**src/rtl/uart_rb_pkg.sv**
```systemverilog
// shared types, register codes and helpers for the uart register block
package uart_rb_pkg;

    localparam int RX_FIFO_DEPTH = 16;
    localparam int RX_PTR_W      = (RX_FIFO_DEPTH > 1) ? $clog2(RX_FIFO_DEPTH) : 1;
    localparam int RX_FILL_W     = $clog2(RX_FIFO_DEPTH + 1);

    // item commands
    localparam logic [2:0] CMD_WRITE   = 3'd0;
    localparam logic [2:0] CMD_READ    = 3'd1;
    localparam logic [2:0] CMD_RX_BYTE = 3'd2;
    localparam logic [2:0] CMD_BREAK   = 3'd3;
    localparam logic [2:0] CMD_TIMEOUT = 3'd4;

    // register word indexes
    localparam logic [3:0] REG_LINE  = 4'd0;
    localparam logic [3:0] REG_CTRL  = 4'd1;
    localparam logic [3:0] REG_FCTL  = 4'd2;
    localparam logic [3:0] REG_MCTL  = 4'd3;
    localparam logic [3:0] REG_STAT  = 4'd4;
    localparam logic [3:0] REG_ERR   = 4'd5;
    localparam logic [3:0] REG_FSTAT = 4'd6;
    localparam logic [3:0] REG_MSTAT = 4'd7;
    localparam logic [3:0] REG_TXH   = 4'd8;
    localparam logic [3:0] REG_RXH   = 4'd9;
    localparam logic [3:0] REG_BRD   = 4'd10;
    localparam logic [3:0] REG_FRAC  = 4'd11;
    localparam logic [3:0] REG_PEND  = 4'd12;
    localparam logic [3:0] REG_SRC   = 4'd13;
    localparam logic [3:0] REG_MASK  = 4'd14;

    // configuration indexes
    localparam logic CFG_CHANNEL = 1'b0;
    localparam logic CFG_TX_CONN = 1'b1;

    // interrupt source bits
    localparam logic [2:0] SRC_RXD = 3'b001;
    localparam logic [2:0] SRC_ERR = 3'b010;
    localparam logic [2:0] SRC_TXD = 3'b100;

    localparam logic [31:0] CTRL_RESET = 32'h0000_3000;

    typedef struct packed {
        logic [2:0]  cmd;
        logic [3:0]  reg_index;
        logic [31:0] wdata;
        logic [7:0]  rx_byte;
    } in_item_t;

    typedef struct packed {
        logic [31:0] read_data;
        logic        irq_line;
        logic        dma_request;
        logic        tx_valid;
        logic [7:0]  tx_data;
    } out_item_t;

    typedef struct packed {
        logic       push;
        logic       pop;
        logic       clear;
        logic [7:0] push_data;
    } fifo_ctrl_t;

    typedef struct packed {
        logic [RX_FILL_W-1:0] fill;
        logic [7:0]           head_data;
    } fifo_stat_t;

    // receive trigger level: (fctl[6:4] + 1) scaled by channel
    function automatic logic [8:0] trig_level(input logic [2:0] chan, input logic [2:0] lvl_code);
        logic [3:0] lvl;
        logic [8:0] res;
        lvl = {1'b0, lvl_code} + 4'd1;
        case (chan)
            3'd0:       res = {lvl, 5'b0};
            3'd1, 3'd4: res = {2'b0, lvl, 3'b0};
            3'd2, 3'd3: res = {4'b0, lvl, 1'b0};
            default:    res = 9'd0;
        endcase
        return res;
    endfunction

endpackage

```
**src/rtl/uart_rb_req_if.sv**
```systemverilog
// request channel: one item per word
interface uart_rb_req_if;
    import uart_rb_pkg::*;

    logic     valid;
    logic     ready;
    in_item_t word;

    modport source (output valid, output word, input ready);
    modport sink (input valid, input word, output ready);
endinterface

```
**src/rtl/uart_rb_rsp_if.sv**
```systemverilog
// response channel: one result per word
interface uart_rb_rsp_if;
    import uart_rb_pkg::*;

    logic      valid;
    logic      ready;
    out_item_t word;

    modport source (output valid, output word, input ready);
    modport sink (input valid, input word, output ready);
endinterface

```
**src/rtl/uart_rb_rx_fifo.sv**
```systemverilog
// receive fifo: byte store, ring pointers and occupancy count
module uart_rb_rx_fifo
    import uart_rb_pkg::*;
(
    input  logic       clk,
    input  logic       rst_n,
    input  fifo_ctrl_t ctrl,
    output fifo_stat_t stat
);

    logic [7:0]           store [RX_FIFO_DEPTH];
    logic [RX_PTR_W-1:0]  head_reg, head_next;
    logic [RX_PTR_W-1:0]  tail_reg, tail_next;
    logic [RX_FILL_W-1:0] fill_reg, fill_next;

    localparam logic [RX_PTR_W-1:0] PTR_LAST = RX_PTR_W'(RX_FIFO_DEPTH - 1);

    always_comb
    begin
        head_next = head_reg;
        tail_next = tail_reg;
        fill_next = fill_reg;
        if (ctrl.clear)
        begin
            head_next = '0;
            tail_next = '0;
            fill_next = '0;
        end
        else if (ctrl.push)
        begin
            tail_next = (tail_reg == PTR_LAST) ? '0 : tail_reg + 1'b1;
            fill_next = fill_reg + 1'b1;
        end
        else if (ctrl.pop)
        begin
            head_next = (head_reg == PTR_LAST) ? '0 : head_reg + 1'b1;
            fill_next = fill_reg - 1'b1;
        end
    end

    always_ff @(posedge clk or negedge rst_n)
    begin
        if (!rst_n)
        begin
            head_reg <= '0;
            tail_reg <= '0;
            fill_reg <= '0;
        end
        else
        begin
            head_reg <= head_next;
            tail_reg <= tail_next;
            fill_reg <= fill_next;
        end
    end

    always_ff @(posedge clk)
    begin
        if (ctrl.push && !ctrl.clear)
        begin
            store[tail_reg] <= ctrl.push_data;
        end
    end

    assign stat.fill      = fill_reg;
    assign stat.head_data = store[head_reg];

endmodule

```
**src/rtl/uart_rb_core.sv**
```systemverilog
// register file, interrupt and dma logic; one item handled per fire
module uart_rb_core
    import uart_rb_pkg::*;
(
    input  logic       clk,
    input  logic       rst_n,
    input  logic       fire,
    input  in_item_t   item,
    input  logic [2:0] channel,
    input  logic       tx_conn,
    input  fifo_stat_t fstat,
    output fifo_ctrl_t fctrl,
    output out_item_t  result
);

    logic [31:0] line_reg, line_next;
    logic [31:0] ctrl_reg, ctrl_next;
    logic [31:0] fctl_reg, fctl_next;
    logic [31:0] mctl_reg, mctl_next;
    logic [31:0] brd_reg, brd_next;
    logic [31:0] frac_reg, frac_next;
    logic [31:0] mask_reg, mask_next;
    logic [7:0]  rxh_reg, rxh_next;
    logic [2:0]  pend_reg, pend_next;
    logic [2:0]  src_reg, src_next;
    logic        ready_reg, ready_next;
    logic        tout_reg, tout_next;
    logic        brk_reg, brk_next;
    logic        dma_reg, dma_next;

    localparam logic [RX_FILL_W-1:0] FILL_FULL = RX_FILL_W'(RX_FIFO_DEPTH);

    always_comb
    begin
        logic [RX_FILL_W-1:0] fill_v;
        logic [31:0]          rd;
        logic                 txv;
        logic [7:0]           txd;
        logic                 irq_f;
        logic                 line_f;
        logic                 dma_f;
        logic                 hit;
        logic                 dma_val;
        fifo_ctrl_t           fc;

        line_next  = line_reg;
        ctrl_next  = ctrl_reg;
        fctl_next  = fctl_reg;
        mctl_next  = mctl_reg;
        brd_next   = brd_reg;
        frac_next  = frac_reg;
        mask_next  = mask_reg;
        rxh_next   = rxh_reg;
        pend_next  = pend_reg;
        src_next   = src_reg;
        ready_next = ready_reg;
        tout_next  = tout_reg;
        brk_next   = brk_reg;
        dma_next   = dma_reg;
        fill_v     = fstat.fill;
        rd         = '0;
        txv        = 1'b0;
        txd        = '0;
        irq_f      = 1'b0;
        line_f     = 1'b0;
        dma_f      = 1'b0;
        hit        = 1'b0;
        fc         = '0;

        case (item.cmd)
            CMD_WRITE:
            begin
                case (item.reg_index)
                    REG_LINE: line_next = item.wdata;
                    REG_BRD:  brd_next  = item.wdata;
                    REG_FRAC: frac_next = item.wdata;
                    REG_MCTL: mctl_next = item.wdata;
                    REG_FCTL:
                    begin
                        fctl_next = item.wdata;
                        if (item.wdata[1])
                        begin
                            fc.clear     = 1'b1;
                            fill_v       = '0;
                            ready_next   = 1'b0;
                            tout_next    = 1'b0;
                            pend_next    = pend_next & ~SRC_RXD;
                            src_next     = src_next & ~SRC_RXD;
                            line_f       = 1'b1;
                            fctl_next[1] = 1'b0;
                        end
                        if (item.wdata[2])
                        begin
                            fctl_next[2] = 1'b0;
                        end
                    end
                    REG_TXH:
                    begin
                        if (tx_conn)
                        begin
                            txv      = 1'b1;
                            txd      = item.wdata[7:0];
                            src_next = src_next | SRC_TXD;
                            irq_f    = 1'b1;
                        end
                    end
                    REG_PEND:
                    begin
                        pend_next = pend_next & ~item.wdata[2:0];
                        src_next  = src_next & ~item.wdata[2:0];
                        irq_f     = 1'b1;
                    end
                    REG_STAT:
                    begin
                        if (item.wdata[3])
                        begin
                            tout_next = 1'b0;
                        end
                        pend_next = pend_next & ~(SRC_TXD | SRC_RXD);
                        src_next  = src_next & ~(SRC_TXD | SRC_RXD);
                        line_f    = 1'b1;
                    end
                    REG_SRC: src_next = src_next & ~item.wdata[2:0];
                    REG_MASK:
                    begin
                        mask_next = item.wdata;
                        irq_f     = 1'b1;
                    end
                    REG_CTRL:
                    begin
                        ctrl_next = item.wdata;
                        if (item.wdata[3:2] == 2'b00)
                        begin
                            pend_next = pend_next & ~SRC_TXD;
                            src_next  = src_next & ~SRC_TXD;
                        end
                        if (item.wdata[1:0] == 2'b00)
                        begin
                            pend_next = pend_next & ~SRC_RXD;
                            src_next  = src_next & ~SRC_RXD;
                        end
                        line_f = 1'b1;
                    end
                    default: ;
                endcase
            end
            CMD_READ:
            begin
                case (item.reg_index)
                    REG_ERR:
                    begin
                        rd       = {28'b0, brk_reg, 3'b0};
                        brk_next = 1'b0;
                    end
                    REG_FSTAT: rd = (fstat.fill >= FILL_FULL) ? 32'h100 : 32'(fstat.fill);
                    REG_RXH:
                    begin
                        if (fctl_reg[0])
                        begin
                            if (fstat.fill != '0)
                            begin
                                rd         = 32'(fstat.head_data);
                                fc.pop     = 1'b1;
                                fill_v     = fstat.fill - 1'b1;
                                ready_next = (fill_v != '0);
                            end
                            else
                            begin
                                src_next = src_next | SRC_ERR;
                                irq_f    = 1'b1;
                            end
                        end
                        else
                        begin
                            ready_next = 1'b0;
                            rd         = 32'(rxh_reg);
                        end
                        dma_f = 1'b1;
                    end
                    REG_TXH:   rd = '0;
                    REG_MSTAT: rd = 32'd1;
                    REG_LINE:  rd = line_reg;
                    REG_CTRL:  rd = ctrl_reg;
                    REG_FCTL:  rd = fctl_reg;
                    REG_MCTL:  rd = mctl_reg;
                    REG_STAT:  rd = {28'b0, tout_reg, 2'b11, ready_reg};
                    REG_BRD:   rd = brd_reg;
                    REG_FRAC:  rd = frac_reg;
                    REG_PEND:  rd = 32'(pend_reg);
                    REG_SRC:   rd = 32'(src_reg);
                    REG_MASK:  rd = mask_reg;
                    default:   rd = '0;
                endcase
            end
            CMD_RX_BYTE:
            begin
                if (fctl_reg[0])
                begin
                    if (fstat.fill >= FILL_FULL)
                    begin
                        src_next = src_next | SRC_ERR;
                    end
                    else
                    begin
                        fc.push      = 1'b1;
                        fc.push_data = item.rx_byte;
                        fill_v       = fstat.fill + 1'b1;
                    end
                end
                else
                begin
                    rxh_next = item.rx_byte;
                end
                ready_next = 1'b1;
                src_next   = src_next | SRC_RXD;
                irq_f      = 1'b1;
            end
            CMD_BREAK:
            begin
                // null byte goes in only when there is room
                if (fstat.fill < FILL_FULL)
                begin
                    fc.push      = 1'b1;
                    fc.push_data = 8'h00;
                    fill_v       = fstat.fill + 1'b1;
                end
                brk_next = 1'b1;
                irq_f    = 1'b1;
            end
            CMD_TIMEOUT:
            begin
                if (ready_reg || ctrl_reg[11])
                begin
                    src_next  = src_next | SRC_RXD;
                    tout_next = 1'b1;
                    dma_f     = 1'b1;
                    irq_f     = 1'b1;
                end
            end
            default: ;
        endcase

        // common tail: irq evaluation, line refresh, dma flag
        dma_val = (ctrl_next[1:0] == 2'b10) && (fill_v == '0);
        if (irq_f)
        begin
            if (fctl_next[0])
            begin
                hit = 32'(fill_v) >= 32'(trig_level(channel, fctl_next[6:4]));
            end
            else
            begin
                hit = ready_next;
            end
            if (hit)
            begin
                dma_next = dma_val;
                src_next = src_next | SRC_RXD;
            end
            line_f = 1'b1;
        end
        if (line_f)
        begin
            pend_next = src_next & ~mask_next[2:0];
        end
        if (dma_f)
        begin
            dma_next = dma_val;
        end

        fctrl.push      = fc.push && fire;
        fctrl.pop       = fc.pop && fire;
        fctrl.clear     = fc.clear && fire;
        fctrl.push_data = fc.push_data;

        result.read_data   = rd;
        result.irq_line    = (pend_next != 3'b000);
        result.dma_request = dma_next;
        result.tx_valid    = txv;
        result.tx_data     = txd;
    end

    always_ff @(posedge clk or negedge rst_n)
    begin
        if (!rst_n)
        begin
            line_reg  <= '0;
            ctrl_reg  <= CTRL_RESET;
            fctl_reg  <= '0;
            mctl_reg  <= '0;
            brd_reg   <= '0;
            frac_reg  <= '0;
            mask_reg  <= '0;
            rxh_reg   <= '0;
            pend_reg  <= '0;
            src_reg   <= '0;
            ready_reg <= 1'b0;
            tout_reg  <= 1'b0;
            brk_reg   <= 1'b0;
            dma_reg   <= 1'b0;
        end
        else if (fire)
        begin
            line_reg  <= line_next;
            ctrl_reg  <= ctrl_next;
            fctl_reg  <= fctl_next;
            mctl_reg  <= mctl_next;
            brd_reg   <= brd_next;
            frac_reg  <= frac_next;
            mask_reg  <= mask_next;
            rxh_reg   <= rxh_next;
            pend_reg  <= pend_next;
            src_reg   <= src_next;
            ready_reg <= ready_next;
            tout_reg  <= tout_next;
            brk_reg   <= brk_next;
            dma_reg   <= dma_next;
        end
    end

endmodule

```
**src/rtl/uart_register_block_rx_fifo_irq_unit.sv**
```systemverilog
// UART register block with receive fifo, interrupt and receive dma request.
// Each request word (register write, register read, received byte, break or
// receive timeout) yields exactly one response word. Throughput is one word
// per clock while responses are taken; a word is captured in the input
// register, handled by the core and loaded into the output register when that
// register is empty or its response is being taken, and the response is
// presented from the output register. While a response waits, one further
// request can still be captured; after that the input stalls, through ready,
// until the response is taken. Configuration (channel, tx_connected) takes
// effect at once and is meant to be written while no word is in flight.
module uart_register_block_rx_fifo_irq_unit
    import uart_rb_pkg::*;
(
    input  logic              clk,
    input  logic              rst_n,
    uart_rb_req_if.sink       req,
    uart_rb_rsp_if.source     rsp,
    input  logic              cfg_we,
    input  logic              cfg_index,
    input  logic [2:0]        cfg_wdata
);

    logic       in_valid_reg;
    in_item_t   in_word_reg;
    logic       out_valid_reg;
    out_item_t  out_word_reg;
    logic [2:0] channel_reg;
    logic       tx_conn_reg;
    logic       advance;
    fifo_ctrl_t fctrl;
    fifo_stat_t fstat;
    out_item_t  result;

    assign advance   = in_valid_reg && (!out_valid_reg || rsp.ready);
    assign req.ready = !in_valid_reg || advance;
    assign rsp.valid = out_valid_reg;
    assign rsp.word  = out_word_reg;

    always_ff @(posedge clk or negedge rst_n)
    begin
        if (!rst_n)
        begin
            in_valid_reg  <= 1'b0;
            out_valid_reg <= 1'b0;
            channel_reg   <= '0;
            tx_conn_reg   <= 1'b1;
        end
        else
        begin
            if (req.ready)
            begin
                in_valid_reg <= req.valid;
            end
            if (advance)
            begin
                out_valid_reg <= 1'b1;
            end
            else if (rsp.ready)
            begin
                out_valid_reg <= 1'b0;
            end
            if (cfg_we)
            begin
                case (cfg_index)
                    CFG_CHANNEL: channel_reg <= cfg_wdata;
                    CFG_TX_CONN: tx_conn_reg <= cfg_wdata[0];
                    default: ;
                endcase
            end
        end
    end

    always_ff @(posedge clk)
    begin
        if (req.ready && req.valid)
        begin
            in_word_reg <= req.word;
        end
        if (advance)
        begin
            out_word_reg <= result;
        end
    end

    uart_rb_core u_core (
        .clk     (clk),
        .rst_n   (rst_n),
        .fire    (advance),
        .item    (in_word_reg),
        .channel (channel_reg),
        .tx_conn (tx_conn_reg),
        .fstat   (fstat),
        .fctrl   (fctrl),
        .result  (result)
    );

    uart_rb_rx_fifo u_rx_fifo (
        .clk   (clk),
        .rst_n (rst_n),
        .ctrl  (fctrl),
        .stat  (fstat)
    );

endmodule

```
**src/flat_wrapper.sv**
```systemverilog
// flat-port wrapper written by rule: the top's interface ports become plain ports
module uart_register_block_rx_fifo_irq_unit_flat import uart_rb_pkg::*;
  (clk, rst_n, cfg_we, cfg_index, cfg_wdata, req_valid, req_word, req_ready, rsp_valid, rsp_word, rsp_ready);
  uart_rb_req_if req_i ();
  uart_rb_rsp_if rsp_i ();
  input  logic clk;
  input  logic rst_n;
  input  logic cfg_we;
  input  logic cfg_index;
  input  logic [2:0] cfg_wdata;
  input wire logic [$bits(req_i.valid)-1:0] req_valid;
  input wire logic [$bits(req_i.word)-1:0] req_word;
  output wire logic [$bits(req_i.ready)-1:0] req_ready;
  output wire logic [$bits(rsp_i.valid)-1:0] rsp_valid;
  output wire logic [$bits(rsp_i.word)-1:0] rsp_word;
  input wire logic [$bits(rsp_i.ready)-1:0] rsp_ready;
  assign req_i.valid = req_valid;
  assign req_i.word = req_word;
  assign req_ready = req_i.ready;
  assign rsp_valid = rsp_i.valid;
  assign rsp_word = rsp_i.word;
  assign rsp_i.ready = rsp_ready;
  uart_register_block_rx_fifo_irq_unit u_core (.clk(clk), .rst_n(rst_n), .req(req_i), .rsp(rsp_i), .cfg_we(cfg_we), .cfg_index(cfg_index), .cfg_wdata(cfg_wdata));
endmodule
```
**config.mk**
```make
export PLATFORM = sky130hd
export DESIGN_NAME = uart_register_block_rx_fifo_irq_unit_flat
export DESIGN_NICKNAME = d
export VERILOG_FILES = /design/src/rtl/uart_rb_pkg.sv /design/src/rtl/uart_rb_req_if.sv /design/src/rtl/uart_rb_rsp_if.sv /design/src/rtl/uart_rb_rx_fifo.sv /design/src/rtl/uart_rb_core.sv /design/src/rtl/uart_register_block_rx_fifo_irq_unit.sv /design/src/flat_wrapper.sv
export SDC_FILE = /design/constraint.sdc
export NUM_CORES = 1
export LEC_CHECK = 0
export ABC_CLOCK_PERIOD_IN_PS = 3300
export BUFFER_PORTS_ARGS = -buffer_cell sky130_fd_sc_hd__buf_2
export CORE_MARGIN = 2
export CORE_UTILIZATION = 55
export CTS_CLUSTER_DIAMETER = 120
export DETAILED_ROUTE_END_ITERATION = 16
export MAX_ROUTING_LAYER = met4
export PLACE_DENSITY = 0.79
export SLEW_MARGIN = 15
export SYNTH_ARGS = -nofsm -noshare
export SYNTH_HDL_FRONTEND = slang
export SYNTH_SLANG_ARGS = --single-unit
```
**constraint.sdc**
```tcl
create_clock -name clk -period 3.3 [get_ports clk]
set_input_delay 0.66 -clock clk [delete_from_list [all_inputs] [get_ports clk]]
set_output_delay 0.66 -clock clk [all_outputs]
set_load 0.005 [all_outputs]
```
==> results.toml <==
[timing]
fmax_mhz = 281.6
tns_ps = -900.6
slew_headroom_pct = 48.92
finalMaxSlewViolations = 0
hold_ws_ps = 52.77
hold_viol = 0
layout_setup_ws_ps = -250.8
setup_viol = 5
grt_setup_unrepaired = "yes"
tightestPinTransition_ps = 766.2
skew_ps = 26.97
min_period_over_period_pct = 107.6
finalCriticalPeriod_ps = 3551

[finish]
area.growth.synth_to_final_pct = 17.17
multiInputGateArea_sq_um = 7462
n_fill_cell = 2697
drive_gt1_share_pct = 37.75
fin_nets = 1699
ff_latch_area_sq_um = 13030
antenna_cells = 0
largest_reg_flops = 128

[clocking]
cts_hold_buf = 0
clk_pin_slew_worst_paths_ps = 60
htreeDepth = 2
cts-root-buf = "clkbuf_16"
cts_tree = "done"
clk_latency_ps = 600
cts_max_path_buffers = 3
cts_inserted_buffers = 51
cts_sinks = 477

[critical_path]
crit_path_end_kind = "flip-flop"
critPathMaxFanout = 22
r2r_start = "u_core.in_word_reg[42]"
r2r-end = "u_core.rsp.word[10]"
reg2reg_depth = 16
crit_type = "flip-flop to flip-flop"
r2r_slack_ps = -250
critPathRequiredTime_ps = 3620
crit_arrival_ps = 3870
setup.worst_path.start_class = "flip-flop"

[synth]
synth.most_common_cell = "dfrtp_1"
synthFlopType = "dfrtp_1"
ys.warnings.count = 0
synth_edf_count = 218
yosys-top-cells-count = "dfrtp_1, mux2_2, edfxtp_1"
async_reset_ff_share_pct = 54.30
yosys.area.top_type = "edfxtp_1"
netlist.area_leader.share_pct = 31.44
synthCells = 1446
syn_avg_cell_area_sq_um = 14.40
synth_area_leaders = "edfxtp_1, dfrtp_1, mux2_2"
synth-seq-cells = 477
synth_cell_type_count = 81
syn_nets = 1518
netlist_area_sq_um = 20820
ys_seq_area_share_pct = 62.58

[die]
initial_utilization_pct = 55.55
die_x_um = 198.6
dieArea_sq_um = 39430
core_sq_um = 37490
num_rows = 71
io_pins = 101
die_h_um = 198.6

[global_routing]
grt_pass1_wl_mm = 82.05
track_usage_pct = 28.44
grt_start_max_net_pins = 79
antenna_found_initial = 0
grt-ovfl-total = 0
grt_pass1_vias = 14000

[status]
violations = "negative setup slack"
status = "finished with violations"

[drt]
ant_nets = 0
drt-total-wl_mm = 52.71
routedWlPerCell_um = 24.18
dr.pass1.iters = 6
drc_errors = 0
drt_iter0_drc = 1015
route.vias.total = 13580
via_per_inst = 6.231

[place]
dp_hpwl_mm = 34.12
io_buffers = 100
place_congestion = 0.9167

[power]
power.density_nw_per_um2 = 564.4
p_leak_uw = 0.01054
ir_drop_mv = 0.4841

[flow_run]
drv_cap = 0

[min_path]
hold_path_class = "input port to async pin"
## cells by family after synthesis
kind of cell / Yosys count / share of synthesized area, %
flops: 477 / 62.58
xor+xnor: 8 / 0.3365
fa+ha+maj: 17 / 1.009
compound gates: 259 / 8.778
mux: 302 / 18.39
simple gates: 270 / 6.675
buf+inv: 113 / 2.235
## layer usage
| layer | vias to the layer above | global-route usage (%) | part of all wire [%] |
|---|---|---|---|
| li1 | 5892 | - | - |
| met1 | 6992 | 36.92 | 41 |
| met2 | 552 | 44.43 | 48 |
| met3 | 148 | 5.985 | 7.5 |
| met4 | 0 | 10.81 | 3.2 |
| met5 | - | - | 0 |
## area by class of cell
| type | instances | share of cell area (%) |
|---|---|---|
| Multi-Input combinational cell | 856 | 30.58 |
| Clock buffer | 71 | 6.128 |
| Sequential cell | 477 | 53.42 |
| Timing Repair Buffer | 224 | 6.113 |
| Tap cell | 511 | 2.621 |
| Clock inverter | 24 | 0.8769 |
| Inverter | 17 | 0.2615 |
## layout by cell type, fill, tap and decap left out, types with 5 or more instances in the layout
master / count
nand2b_1: 7
xnor2_1: 5
nand2_1: 95
buf_2: 99
clkinv_2: 8
buf_4: 120
and2_1: 29
dfrtp_1: 255
a221o_1: 5
mux2i_1: 18
edfxtp_1: 218
inv_1: 14
a222oi_1: 6
a22o_1: 18
nor2b_1: 11
and3_1: 12
nand3_1: 18
mux2_2: 244
clkbuf_1: 9
nand4_1: 9
ha_1: 13
a221oi_1: 7
mux4_2: 40
nand3b_1: 7
o21ai_0: 40
clkbuf_16: 54
a22oi_1: 61
a31oi_1: 36
clkbuf_8: 8
nor2_1: 38
a21oi_1: 35
nor3_1: 12
## repair_timing
| action | in CTS | in global routing |
|---|---|---|
| pin swaps | 11 | 8 |
| resized for setup | 8 | 6 |
| buffers inserted | 4 | 0 |
| setup endpoints to repair | 5 | 5 |
## worst max-delay path, stage by stage, from the launching register on
cell and delay [ps]:
edfxtp_1 430, buf_4 240, and4bb_2 350, buf_4 160
nand4_1 140, buf_4 160, a221oi_1 260, a221oi_1 90
buf_4 150, inv_1 100, ha_4 210, o21a_1 100
o21a_1 190, a211oi_4 220, o32ai_4 140, o21ai_2 200
o2111ai_2 120
## how the worst max path moves through the flow
stage | from | end | slack (ps) | cells after the start
6_report | u_core.in_word_reg[42] | u_core.rsp.word[10] | -250 | 16
3_3_place_gp | u_core.in_word_reg[42] | u_core.rsp.word[10] | -300 | 15
2_1_floorplan | u_core.in_word_reg[42] | u_core.rsp.word[10] | -140 | 14
5_1_grt | u_core.in_word_reg[42] | u_core.rsp.word[10] | -410 | 14
4_1_cts | u_core.in_word_reg[40] | u_core.rsp.word[10] | -260 | 14
3_5_place_dp | u_core.in_word_reg[42] | u_core.rsp.word[10] | -390 | 15
## report_power, final
part | switching (uW) | total, uW | internal (uW)
clock network | 2400 | 5750 | 3340
registers | 263 | 6850 | 6580
logic | 632 | 1180 | 545
## stage by stage
stage	cell area (sq um)	total power [uW]	setup WS, ps	util (%)	std cells
after floorplan	20840	7550	-141.2	-	1446
after global placement	22560	8023	-304.7	60.18	2081
after detailed placement	22560	8079	-395.0	60.18	2081
after CTS	24360	13840	-257.5	64.98	2180
after global routing	24400	14240	-411.8	65.08	2180
final	24400	13770	-250.8	65.08	2180
(Power assumes the default switching activity.)
